### src/mpcs_pkg.sv
// Shared types and constants for the meter packet check and scale block.
// Used by mpcs_rx, mpcs_scale and the top level; depends on nothing else.
`timescale 1ns / 1ps

package mpcs_pkg;

  // Packet framing
  localparam logic [3:0] PKT_LEN   = 4'd11;
  localparam logic [3:0] COUNT_MAX = 4'd15;

  // Byte positions inside a packet
  localparam logic [3:0] POS_HEADER  = 4'd0;
  localparam logic [3:0] POS_HOUSE   = 4'd1;
  localparam logic [3:0] POS_COUNTER = 4'd2;
  localparam logic [3:0] POS_PWR_LO  = 4'd3;
  localparam logic [3:0] POS_PWR_MID = 4'd4;
  localparam logic [3:0] POS_PWR_HI  = 4'd5;
  localparam logic [3:0] POS_VLT_LO  = 4'd6;
  localparam logic [3:0] POS_VLT_MID = 4'd7;
  localparam logic [3:0] POS_VLT_HI  = 4'd8;

  localparam logic [7:0] HEADER_RESET = 8'h55;

  // Offsets and scale, all in 32-bit wrap arithmetic
  localparam logic [31:0] POWER_OFFSET = 32'd16777177;
  localparam logic [31:0] VOLT_OFFSET  = 32'd170350;
  localparam logic [31:0] SCALE_100    = 32'd100;

  // Conversion lanes
  localparam int NLANE        = 4;
  localparam int LANE_KW      = 0;
  localparam int LANE_KW_FRAC = 1;
  localparam int LANE_V       = 2;
  localparam int LANE_V_FRAC  = 3;

  // Quotient and remainder widths of the first divide
  localparam int QW = 20;
  localparam int RW = 17;

  // Reciprocal divide: q_est = (x * RECIP) >> SHIFT is q or q - 1 for any 32-bit x
  localparam logic [RW-1:0] LANE_DIV [NLANE] = '{17'd62048, 17'd6204, 17'd55822, 17'd5582};
  localparam int unsigned   LANE_SHIFT [NLANE] = '{47, 44, 47, 44};
  localparam logic [31:0]   LANE_RECIP [NLANE] = '{
    32'((64'd1 << 47) / 64'd62048),
    32'((64'd1 << 44) / 64'd6204),
    32'((64'd1 << 47) / 64'd55822),
    32'((64'd1 << 44) / 64'd5582)
  };

  // Modulo 1000 on the fraction quotients (below 2^20)
  localparam int          NFRAC     = 2;
  localparam int          FW        = 10;
  localparam logic [FW-1:0] MOD_DIV = 10'd1000;
  localparam int unsigned MOD_SHIFT = 30;
  localparam logic [20:0] MOD_RECIP = 21'((64'd1 << 30) / 64'd1000);

  // Captured fields of a good packet
  typedef struct packed {
    logic [7:0]  house;
    logic [7:0]  counter;
    logic [23:0] power_raw;
    logic [23:0] voltage_raw;
  } pkt_t;

endpackage

### src/mpcs_rx.sv
// Byte accumulator: count, sum, header check and field capture per packet.
// Depends on mpcs_pkg.
`timescale 1ns / 1ps

module mpcs_rx (
  input  logic          clk,
  input  logic          rst,
  input  logic          cfg_wr_en,
  input  logic [7:0]    cfg_wr_data,
  input  logic          accept,
  input  logic [7:0]    rx_byte,
  input  logic          end_of_packet,
  output logic          push,
  output mpcs_pkg::pkt_t pkt
);
  import mpcs_pkg::*;

  logic [7:0]  header_value;
  logic [3:0]  byte_count;
  logic [7:0]  running_sum;
  logic        header_ok;
  logic [7:0]  house_byte;
  logic [7:0]  counter_byte;
  logic [23:0] power_raw;
  logic [23:0] voltage_raw;

  logic [3:0]  byte_count_next;
  logic [7:0]  running_sum_next;
  logic        header_ok_next;
  logic        good;

  always_comb begin
    running_sum_next = running_sum + rx_byte;
    byte_count_next  = (byte_count != COUNT_MAX) ? byte_count + 4'd1 : byte_count;
    header_ok_next   = (byte_count == POS_HEADER) ? (rx_byte == header_value) : header_ok;
    good = (byte_count_next == PKT_LEN) && header_ok_next && (running_sum_next == 8'd0);
  end

  assign push = accept && end_of_packet && good;

  // Last byte of a good packet is the checksum, so the captured fields are final
  assign pkt.house       = house_byte;
  assign pkt.counter     = counter_byte;
  assign pkt.power_raw   = power_raw;
  assign pkt.voltage_raw = voltage_raw;

  always_ff @(posedge clk) begin
    if (rst) begin
      header_value <= HEADER_RESET;
    end else if (cfg_wr_en) begin
      header_value <= cfg_wr_data;
    end
  end

  always_ff @(posedge clk) begin
    if (rst) begin
      byte_count  <= 4'd0;
      running_sum <= 8'd0;
      header_ok   <= 1'b0;
    end else if (accept) begin
      if (end_of_packet) begin
        // drop or pass, the next packet starts clean
        byte_count  <= 4'd0;
        running_sum <= 8'd0;
        header_ok   <= 1'b0;
      end else begin
        byte_count  <= byte_count_next;
        running_sum <= running_sum_next;
        header_ok   <= header_ok_next;
      end
    end
  end

  always_ff @(posedge clk) begin
    if (rst) begin
      house_byte   <= 8'd0;
      counter_byte <= 8'd0;
      power_raw    <= 24'd0;
      voltage_raw  <= 24'd0;
    end else if (accept) begin
      unique case (byte_count)
        POS_HOUSE:   house_byte         <= rx_byte;
        POS_COUNTER: counter_byte       <= rx_byte;
        POS_PWR_LO:  power_raw[7:0]     <= rx_byte;
        POS_PWR_MID: power_raw[15:8]    <= rx_byte;
        POS_PWR_HI:  power_raw[23:16]   <= rx_byte;
        POS_VLT_LO:  voltage_raw[7:0]   <= rx_byte;
        POS_VLT_MID: voltage_raw[15:8]  <= rx_byte;
        POS_VLT_HI:  voltage_raw[23:16] <= rx_byte;
        default: begin
        end
      endcase
    end
  end

endmodule

### config.mk
export PLATFORM = sky130hd
export DESIGN_NAME = mpcs_rx
export DESIGN_NICKNAME = d
export VERILOG_FILES = /design/src/mpcs_pkg.sv /design/src/mpcs_rx.sv
export SDC_FILE = /design/constraint.sdc
export NUM_CORES = 1
export LEC_CHECK = 0
export ABC_AREA = 0
export CAP_MARGIN = 30
export CORE_MARGIN = 10
export CORE_UTILIZATION = 42
export DETAILED_ROUTE_END_ITERATION = 10
export DONT_BUFFER_PORTS = 1
export SYNTH_ARGS = -nofsm -noshare
export SYNTH_HDL_FRONTEND = slang
export SYNTH_SLANG_ARGS = --single-unit
export TNS_END_PERCENT = 1
### constraint.sdc
create_clock -name clk -period 4.7 [get_ports clk]
set_input_delay 0.47 -clock clk [delete_from_list [all_inputs] [get_ports clk]]
set_output_delay 0.47 -clock clk [all_outputs]
set_load 0.03 [all_outputs]
Word level (Yosys, flattened, before mapping)
Cells that the tools add are included.

word-level totals
  output and inout bits = 65
  bits in registers = 85
  logic and storage cells = 44

cells by class
  muxes and demuxes = 5
  add/sub/neg operators = 2
  reductions and logical operators = 14
  equality and inequality tests = 11

operators with widths
  kind                                                 number
  equality test 4 x 3 -> 1 bit, second input constant  4
  AND reduction 2 bit                                  8
  adder 8 bit                                          1
  equality test 4 x 2 -> 1 bit, second input constant  2
  equality test 4 bit, second input constant           2
  equality test 8 bit                                  1
  zero test 8 bit                                      1
  2-to-1 mux 4 bit                                     2
  2-to-1 mux 8 bit                                     1
  adder 4 x 1 -> 4 bit, second input constant          1
  equality test 4 x 1 -> 1 bit, second input constant  1
  logical AND 1 bit                                    4
  zero test 4 bit                                      1
  != test 4 bit, second input constant                 1
  2-to-1 mux 1 bit                                     2

Depth between registers and ports, before layout
Gate-level depths: netlist (run 1).

  depth in word-level cells = 6
  gate-level depth with buffers = 7
  mapped depth without buffers = 7

Least setup slack after synthesis (run 1)
OpenSTA, ideal clock, no wires.

  path kind = input to output
  start = input rx_byte[0]
  end = output push
  data arrival time = 2328 ps
  setup slack = 1902 ps
  cell stages on the path = 6
  path buffers = 0
  path through = ha_1 fa_1 a211oi_1 or2_1 o311ai_1 nor4_2

between the ends
  cells in the longest elaborated chain, start to end = 5

ends and longest elaborated chain
  element                                                              line           source
  from (decl)                                                          mpcs_rx.sv:11  input logic [7:0] rx_byte,
  parallel branches: the longest is 3 deep, another holds adder 8 bit  n/a
  logical AND 1 bit *                                                  mpcs_rx.sv:36  good = (byte_count_next == PKT_LEN) && header_ok_next && (running_sum_next == 8'd0);
  logical AND 1 bit *                                                  mpcs_rx.sv:39  assign push = accept && end_of_packet && good;
  to (decl)                                                            mpcs_rx.sv:13  output logic push,

Mark *: on every way between the ends.

Worst setup path after layout (run 1)
  start = register running_sum[0]
  end = output push

between the ends
  cells in the longest elaborated chain, start to end = 4

ends and longest elaborated chain
  element                 line           source
  from (decl)             mpcs_rx.sv:20  logic [7:0] running_sum;
  from (signal assigned)  mpcs_rx.sv:68  running_sum <= running_sum_next;
  adder 8 bit             mpcs_rx.sv:33  running_sum_next = running_sum + rx_byte;
  zero test 8 bit         mpcs_rx.sv:36
  logical AND 1 bit       mpcs_rx.sv:36
  logical AND 1 bit       mpcs_rx.sv:39

No other way between the ends.

==> run summary, run 1 <==
The run finished with clean final reports. Synthesis instantiated 51 different standard cells from the library. In the synthesized netlist the dominant register cell turns out to be dfxtp_1. The final total negative setup slack is 0 ns. The synthesized flop and latch total came out at 85. The adder-cell share of the synthesized area came out at 0.04179. Across all hold checks on the routed design, the worst slack comes to 0.1847 ns. Of the cells placed in the final design, the portion with a size suffix greater than 1 is 0.06335.

At the end of the flow, the number of nets in the layout was 470. The clock-pin transition on the worst setup and hold timing paths came out at 0.08 ns. The horizontal extent of the die is 114.8 µm. By area, the combinational part of the netlist is dominated by simple AND/OR/NAND/NOR gates. The critical path class is reg2out. The setup slack of the worst register-to-register path is 2.78 ns. The leakage power of the design came out at 1.359 nW. The via count of the first global-routing pass came out at 2,769. Entering global routing, the biggest net connects 81 pins. The critical path required time is 4.23 ns. The cell internal power dissipation came out at 1.073 mW. The y dimension of the die came out at 114.8 µm. The clock latency reported for the late side of the worst-skew pair came out at 0.34 ns. The part of the cycle the worst path needs is 0.6703.

The XOR/XNOR share of the synthesized area came out at 0.03881. The worst setup path is launched from a flip-flop. Leaving out fill and tap cells, the most frequent cell in the layout is nand2_1. In this run the critical register-to-register path is launched from running_sum[0]. The number of gates given a new drive strength after cts came out at 0. The worst flop-to-flop path endpoint is running_sum[6].

STA classifies the critical path endpoint as an output port. Leaving out fill and tap cells, the most frequent cells in the layout are nand2_1 (139), dfxtp_1 (85), a21oi_1 (70). The max-slew headroom at the worst pin came out at 0.4601.

The layout filler cell count is 893. The share of the synthesized area in compound gates (AO/OA/AOI/OAI) is 0.1602. Of the post-synthesis cell area, the part taken by muxes is 0.02123. The total power of the final layout is 1.393 mW. The count of pins over their slew limit came out at 0. Of the total power, the share spent switching nets is 0.2297. The count of buffers inserted at the top-level ports is 0. The pin slew with the least headroom to its limit is 0.8031 ns. The number of buffers inserted for hold repair after clock tree synthesis is 0. The logic gate share of total power came out at 0.063. The first detailed-routing pass ran for 4 iterations. The total length of routed wires is 9872 µm. The DRC marker count from the first detailed-route iteration came out at 265.

The switching power of the nets came out at 0.3200 mW. Compared with the post-synthesis result, the final layout area differs by 4.677%. The worst vdd rail ir drop came out at 142.3 µV. The number of antenna violations at the first check in global routing came out at 0.

The final critical delay including setup and external delays is 3.150 ns. The post-synthesis net count is 490. Of all nets on the critical path, the largest fanout is 3.

The number of failing hold endpoints at the final stage was 0. The total setup buffers inserted after CTS is 0. At the worst endpoint, the arrival time is 2.68 ns. Setup repair after global routing left no endpoint under its margin. The synthesized design contains 0 enable-type register cells. The number of max-cap violations came out at 0.

The HPWL after detailed placement is 6884 µm. The gate count of the mapped netlist is 457. The highest clock rate came out at 0.3174 GHz. The number of levels in the clock H-tree is 3. The total global routing overflow came out at 0. For this run, the total global-route usage over all layers was measured as 0.1475. The worst setup path endpoint is push. The area enclosed by the die boundary came out at 13,170 µm². The I/O pin count came out at 86. The number of buffers on the longest clock path is 2. The cell area after synthesis came out at 3772 µm².

The Yosys step of the flow raised 0 warnings. The share of total power dissipated in sequential elements is 0.534. The worst register-to-register path has a depth of 7. The mean routed wirelength per cell is 17.95 µm. In this run the power density over the cells is 352.8 nW/µm². The part of the Yosys area used for sequential elements came out at 0.4511. For this configuration, the core starts out at a cell density of 0.4326. Counting the buffers created by CTS gives 9.

After synthesis, the share of flip-flops with an asynchronous set or reset is 0. The mean post-synth cell area came out at 8.255 µm². The final weighted congestion in routability-driven placement is 0.8366. The share of total power in the clock network came out at 0.403. In the routed layout, each cell is associated on average with a via count of 5.305.

The final setup violation count is 0. The DRC violation count after routing is 0. The first-pass GRT wire length came out at 15,330 µm. Between clock sinks in the finished design, the worst skew comes to 0.004756 ns. The number of clock sinks seen by CTS is 85.

The area inside the core boundary is 8721 µm². The TritonCTS clock tree is yes. The beginning of the critical path is running_sum[0]. The tree is rooted in a clkbuf_8. The tightest min-delay check is of the in2reg type. 0 antenna diodes ended up in the layout.

The count of vias placed by the detailed router came out at 2,918. Of the total synthesized cell area, the portion taken by AND, OR, NAND and NOR gates is 0.2352. The final antenna-violating net count came out at 0. The number of placement rows came out at 34.
==> final cells by class <==
class                      instances  area [µm²]  share of cell area
multi-input combinational        335        1876              0.4750
sequential                        85        1702              0.4309
tap                              108       135.1             0.03422
clock buffer                      10       127.6             0.03232
clock inverter                     6       86.33             0.02186
inverter                           6       22.52            0.005703
==> cell usage after synthesis (5+ instances only) <==
library cell,count,area (µm²)
mux2i_1,8,80.08
ha_1,11,137.6
xnor2_1,7,61.31
inv_1,5,18.77
clkbuf_1,12,45.04
dfxtp_1,85,1702
buf_2,12,60.06
nand3_1,8,40.04
nor2_1,22,82.58
a21oi_1,70,350.3
and3_1,8,50.05
nand2_1,139,521.8
==> per-stage QoR <==
step / setup WS [ns] / util / instances / cell area, µm²
5_1_grt: 1.287 / 0.4528 / 550 / 3949
2_1_floorplan: 1.902 / - / 457 / 3772
3_3_place_gp: 1.739 / 0.4283 / 534 / 3735
4_1_cts: 1.503 / 0.4528 / 550 / 3949
6_report: 1.550 / 0.4528 / 550 / 3949
3_5_place_dp: 1.714 / 0.4283 / 534 / 3735
==> critical path, stage by stage, from the launching register on <==
cell and delay (ns):
dfxtp_1 0.32, ha_1 0.21, fa_1 0.42, a211oi_1 0.32, o21bai_1 0.15, a21oi_1 0.16, nand4_1 0.12, nor4_2 0.63
==> cells by family (layout without fill, tap and decap cells) <==
| logic type | Yosys count | in the layout |
|---|---|---|
| flip-flops | 85 | 85 |
| AND/OR/NAND/NOR | 202 | 202 |
| adder cells (fa/ha/maj) | 12 | 12 |
| multiplexers | 8 | 8 |
| AO/OA/AOI/OAI | 101 | 101 |
| buffers and inverters | 37 | 22 |
| XOR/XNOR | 12 | 12 |
==> power by group through the flow <==
stage / clock network [mW] / logic, mW / registers [mW]
final: 0.561 / 0.0877 / 0.744
after global routing: 0.609 / 0.0982 / 0.746
after CTS: 0.575 / 0.0877 / 0.745
after detailed placement: 0 / 0.0875 / 0.762
after global placement: 0 / 0.0853 / 0.762
after floorplan: 0 / 0.0988 / 0.759
==> worst min path at each step <==
stage | depth (start not counted) | endpoint | slack, ns | from
after floorplan | 2 | running_sum[4] | 0.44 | running_sum[4]
after global placement | 2 | running_sum[4] | 0.45 | running_sum[4]
after detailed placement | 2 | running_sum[4] | 0.46 | running_sum[4]
after CTS | 1 | house_byte[7] | 0.17 | rst
after global routing | 1 | voltage_raw[20] | 0.15 | rst
final | 1 | voltage_raw[15] | 0.18 | rst
==> registers in the layout, indices dropped and copies added, names as in the netlist <==
name,cells
byte_count,4
counter_byte,8
header_ok,1
header_value,8
house_byte,8
power_raw,24
running_sum,8
voltage_raw,24
==> routing by layer <==
metal,up-vias,part of all wire,global-route usage
li1,1495,-,-
met1,1335,0.41,0.1733
met2,77,0.47,0.2337
met3,11,0.10,0.06823
met4,0,0.014,0.04950
met5,-,0,0
Note: power is estimated with default switching activity, not from simulation.
==> run 2, diff against run 1 <==
- clock period: 4.7 -> 3.2 ns (I/O delays scaled with it)
==> run summary, run 2 (synthesis gave the netlist of run 1 again) <==
The run finished with clean final reports. The first-pass GRT wire length came out at 15,950 µm (+4.1%). The area of the multi-input gates is 1876 µm² (unchanged). The number of buffers inserted for hold repair after clock tree synthesis came out at 0 (unchanged). The worst clock skew came out at 0.008270 ns (+0.003514 ns).

The clock-pin transition on the worst setup and hold timing paths is 0.09 ns (about the same). The total setup buffers inserted after CTS is 0 (unchanged). The number of placement rows was 34 (unchanged). The combined buffer and inverter count along the critical path is 1 (+1).

The final critical delay including setup and external delays is 2.762 ns. The final weighted congestion in routability-driven placement was 0.8521 (+1.9%). The final total negative setup slack is 0 ns (unchanged). The count of vias placed by the detailed router is 2,954 (+1.2%). The worst setup path is captured at an output port. The count of buffers inserted at the top-level ports came out at 0 (unchanged).

The max-slew headroom at the worst pin is 0.5742 (+0.1141). In the final layout, the registers with the most flip-flops are power_raw: 24 flops, voltage_raw: 24 flops. The number of clock sinks seen by CTS came out at 85 (unchanged). The number of failing hold endpoints at the final stage is 0 (unchanged). The count of pins over their slew limit is 0 (unchanged). The y dimension of the die came out at 114.8 µm (unchanged). The area enclosed by the die boundary came out at 13,170 µm² (unchanged).

The data arrival time of the critical path is 2.44 ns (-0.24 ns). The DRC marker count from the first detailed-route iteration came to 202 (-24%). The clock latency reported for the late side of the worst-skew pair is 0.35 ns (about the same).

The total length of routed wires was 10,120 µm (+2.5%). The pin count of the biggest net entering global routing is 81 (unchanged). The library cell used most frequently in the layout, excluding fill and tap cells, is nand2_1. The via-per-instance ratio came out at 5.361 (+1.0%).

The number of max-cap violations is 0 (unchanged). The count of TritonRoute iterations in the first routing pass came out at 4 (unchanged). The number of standard cells in the final layout excluding fillers came out at 551 (+0.18%). The biggest cell delay along the critical path is 0.42 ns (-0.21 ns). Derived from the worst setup path, the maximum achievable clock frequency is 0.3620 GHz.

The final setup violation count came to 0 (unchanged). The total power divided by cell area is 495.3 nW/µm² (+40%). The slowest stage of the critical path belongs to the cell fa_1. The pin slew with the least headroom to its limit is 0.6363 ns (-0.1668 ns). The final antenna-violating net count is 0 (unchanged). The final antenna diode count came to 0 (unchanged).

The final HPWL from detailed placement came out at 6951 µm (+0.98%). The clock buffer count from CTS came out at 9 (unchanged). The least setup slack across all paths after layout came to 0.4378 ns (-1.112 ns). The number of levels in the clock H-tree came out at 3 (unchanged). TritonCTS built the clock tree. The kind of start point of the critical path is a flip-flop. The I/O pin count is 86 (unchanged). Setup repair after global routing left no endpoint under its margin.

The total global routing overflow came out at 0 (unchanged). The via count of the first global-routing pass came out at 2,885 (+4.2%). The critical path required time was 2.88 ns (-1.35 ns). The setup path with the least slack is of type reg2out. The total routing resource utilization after global routing came to 0.1525 (+0.004959). The number of antenna violations at the first check in global routing came to 0 (unchanged). The total power of the final layout came out at 1.948 mW (+40%). The fraction of layout instances using a drive strength above 1 came out at 0.06772 (+0.004372).

The library cells used most frequently in the layout, excluding fill and tap cells, are nand2_1 (139), dfxtp_1 (85), a21oi_1 (70). The area occupied by registers is 1702 µm² (unchanged). The biggest fanout along the worst timing path is 3 (unchanged). The horizontal extent of the die was 114.8 µm (unchanged). The number of gates given a new drive strength after cts came to 0 (unchanged). The root buffer selected by CTS is clkbuf_8.

The pre-CTS setup slack came to 0.7571 ns (-0.9573 ns). The worst vdd rail ir drop is 166.4 µV (+17%). The mean routed wirelength per cell came out at 18.36 µm (+2.3%). The layout filler cell count is 911 (+2.0%). Compared with the post-synthesis result, the final layout area differs by 4.245%. The kind of cell with the highest combined delay along the critical path is adder cells.

The number of buffers on the longest clock path came to 2 (unchanged). In the finished design, the share of the clock period the worst path needs comes to 0.8632. The final layout net count is 471 (+0.21%).

The placed cell count is 535 (+0.19%). The critical path goes through ha_1 -> fa_1 -> a211oi_1 -> or2_1 -> o311ai_1 -> nor4_2 -> buf_4. The effective utilization at floorplan is 0.4326 (unchanged).

The area inside the core boundary is 8721 µm² (unchanged). The DRC violation count after routing is 0 (unchanged). The leakage power of the design is 1.350 nW (-0.72%). In this run the worst hold path is classified as in2reg.
==> run 2: cell types whose count changed in the layout (fill, tap and decap cells not counted), sizes merged <==
| cell | change |
|---|---|
| buf | +1 |
| inv | +2 |
| bufinv | -2 |
| clkinv | -1 |
| clkinvlp | +1 |
==> run 2: worst reg2reg max path, stage by stage (launching register included) <==
cell and delay [ns]:
dfxtp_1 0.32, ha_1 0.21, fa_1 0.42, a211oi_1 0.31, or2_1 0.19, o311ai_1 0.12, a22oi_1 0.17, nor2_1 0.05
==> run 2: routing by layer <==
layer	vias to the layer above	GRT usage	share of wire
met1	1359	0.1871	0.42
met5	-	0	0
li1	1508	-	-
met3	8	0.06510	0.095
met2	79	0.2427	0.47
met4	0	0.03630	0.0088
==> run 2: layout make-up <==
| cell class | instances | share of cell area |
|---|---|---|
| well taps | 108 | 0.03436 |
| clock buffers | 10 | 0.03500 |
| inverters | 6 | 0.005727 |
| repair buffers | 1 | 0.001909 |
| multi-input cells | 335 | 0.4769 |
| flip-flops and latches | 85 | 0.4327 |
| clock inverters | 6 | 0.01336 |
==> run 2: worst paths after layout <==
check,endpoint,slack [ns],from,cells after the start
worst max-delay path,push,0.44,running_sum[0],7
worst min-delay path,voltage_raw[12],0.03,rst,1
worst max register to register,running_sum[6],1.29,running_sum[0],7
worst min register to register,running_sum[4],0.47,running_sum[4],2
==> run 2: power breakdown <==
group	leakage [nW]	switching (mW)	internal (mW)
Combinational	0.571	0.0662	0.0630
Clock	0.0914	0.410	0.315
Sequential	0.688	0.0207	1.07
==> run 2: per-stage QoR <==
stage | utilization | instance area, µm² | hold WS, ns
final | 0.4509 | 3933 | 0.02613
after detailed placement | 0.4291 | 3742 | 0.4008
after floorplan | - | 3772 | 0.4447
after global routing | 0.4509 | 3933 | 0.003039
after CTS | 0.4509 | 3933 | 0.008062
after global placement | 0.4291 | 3742 | 0.3990
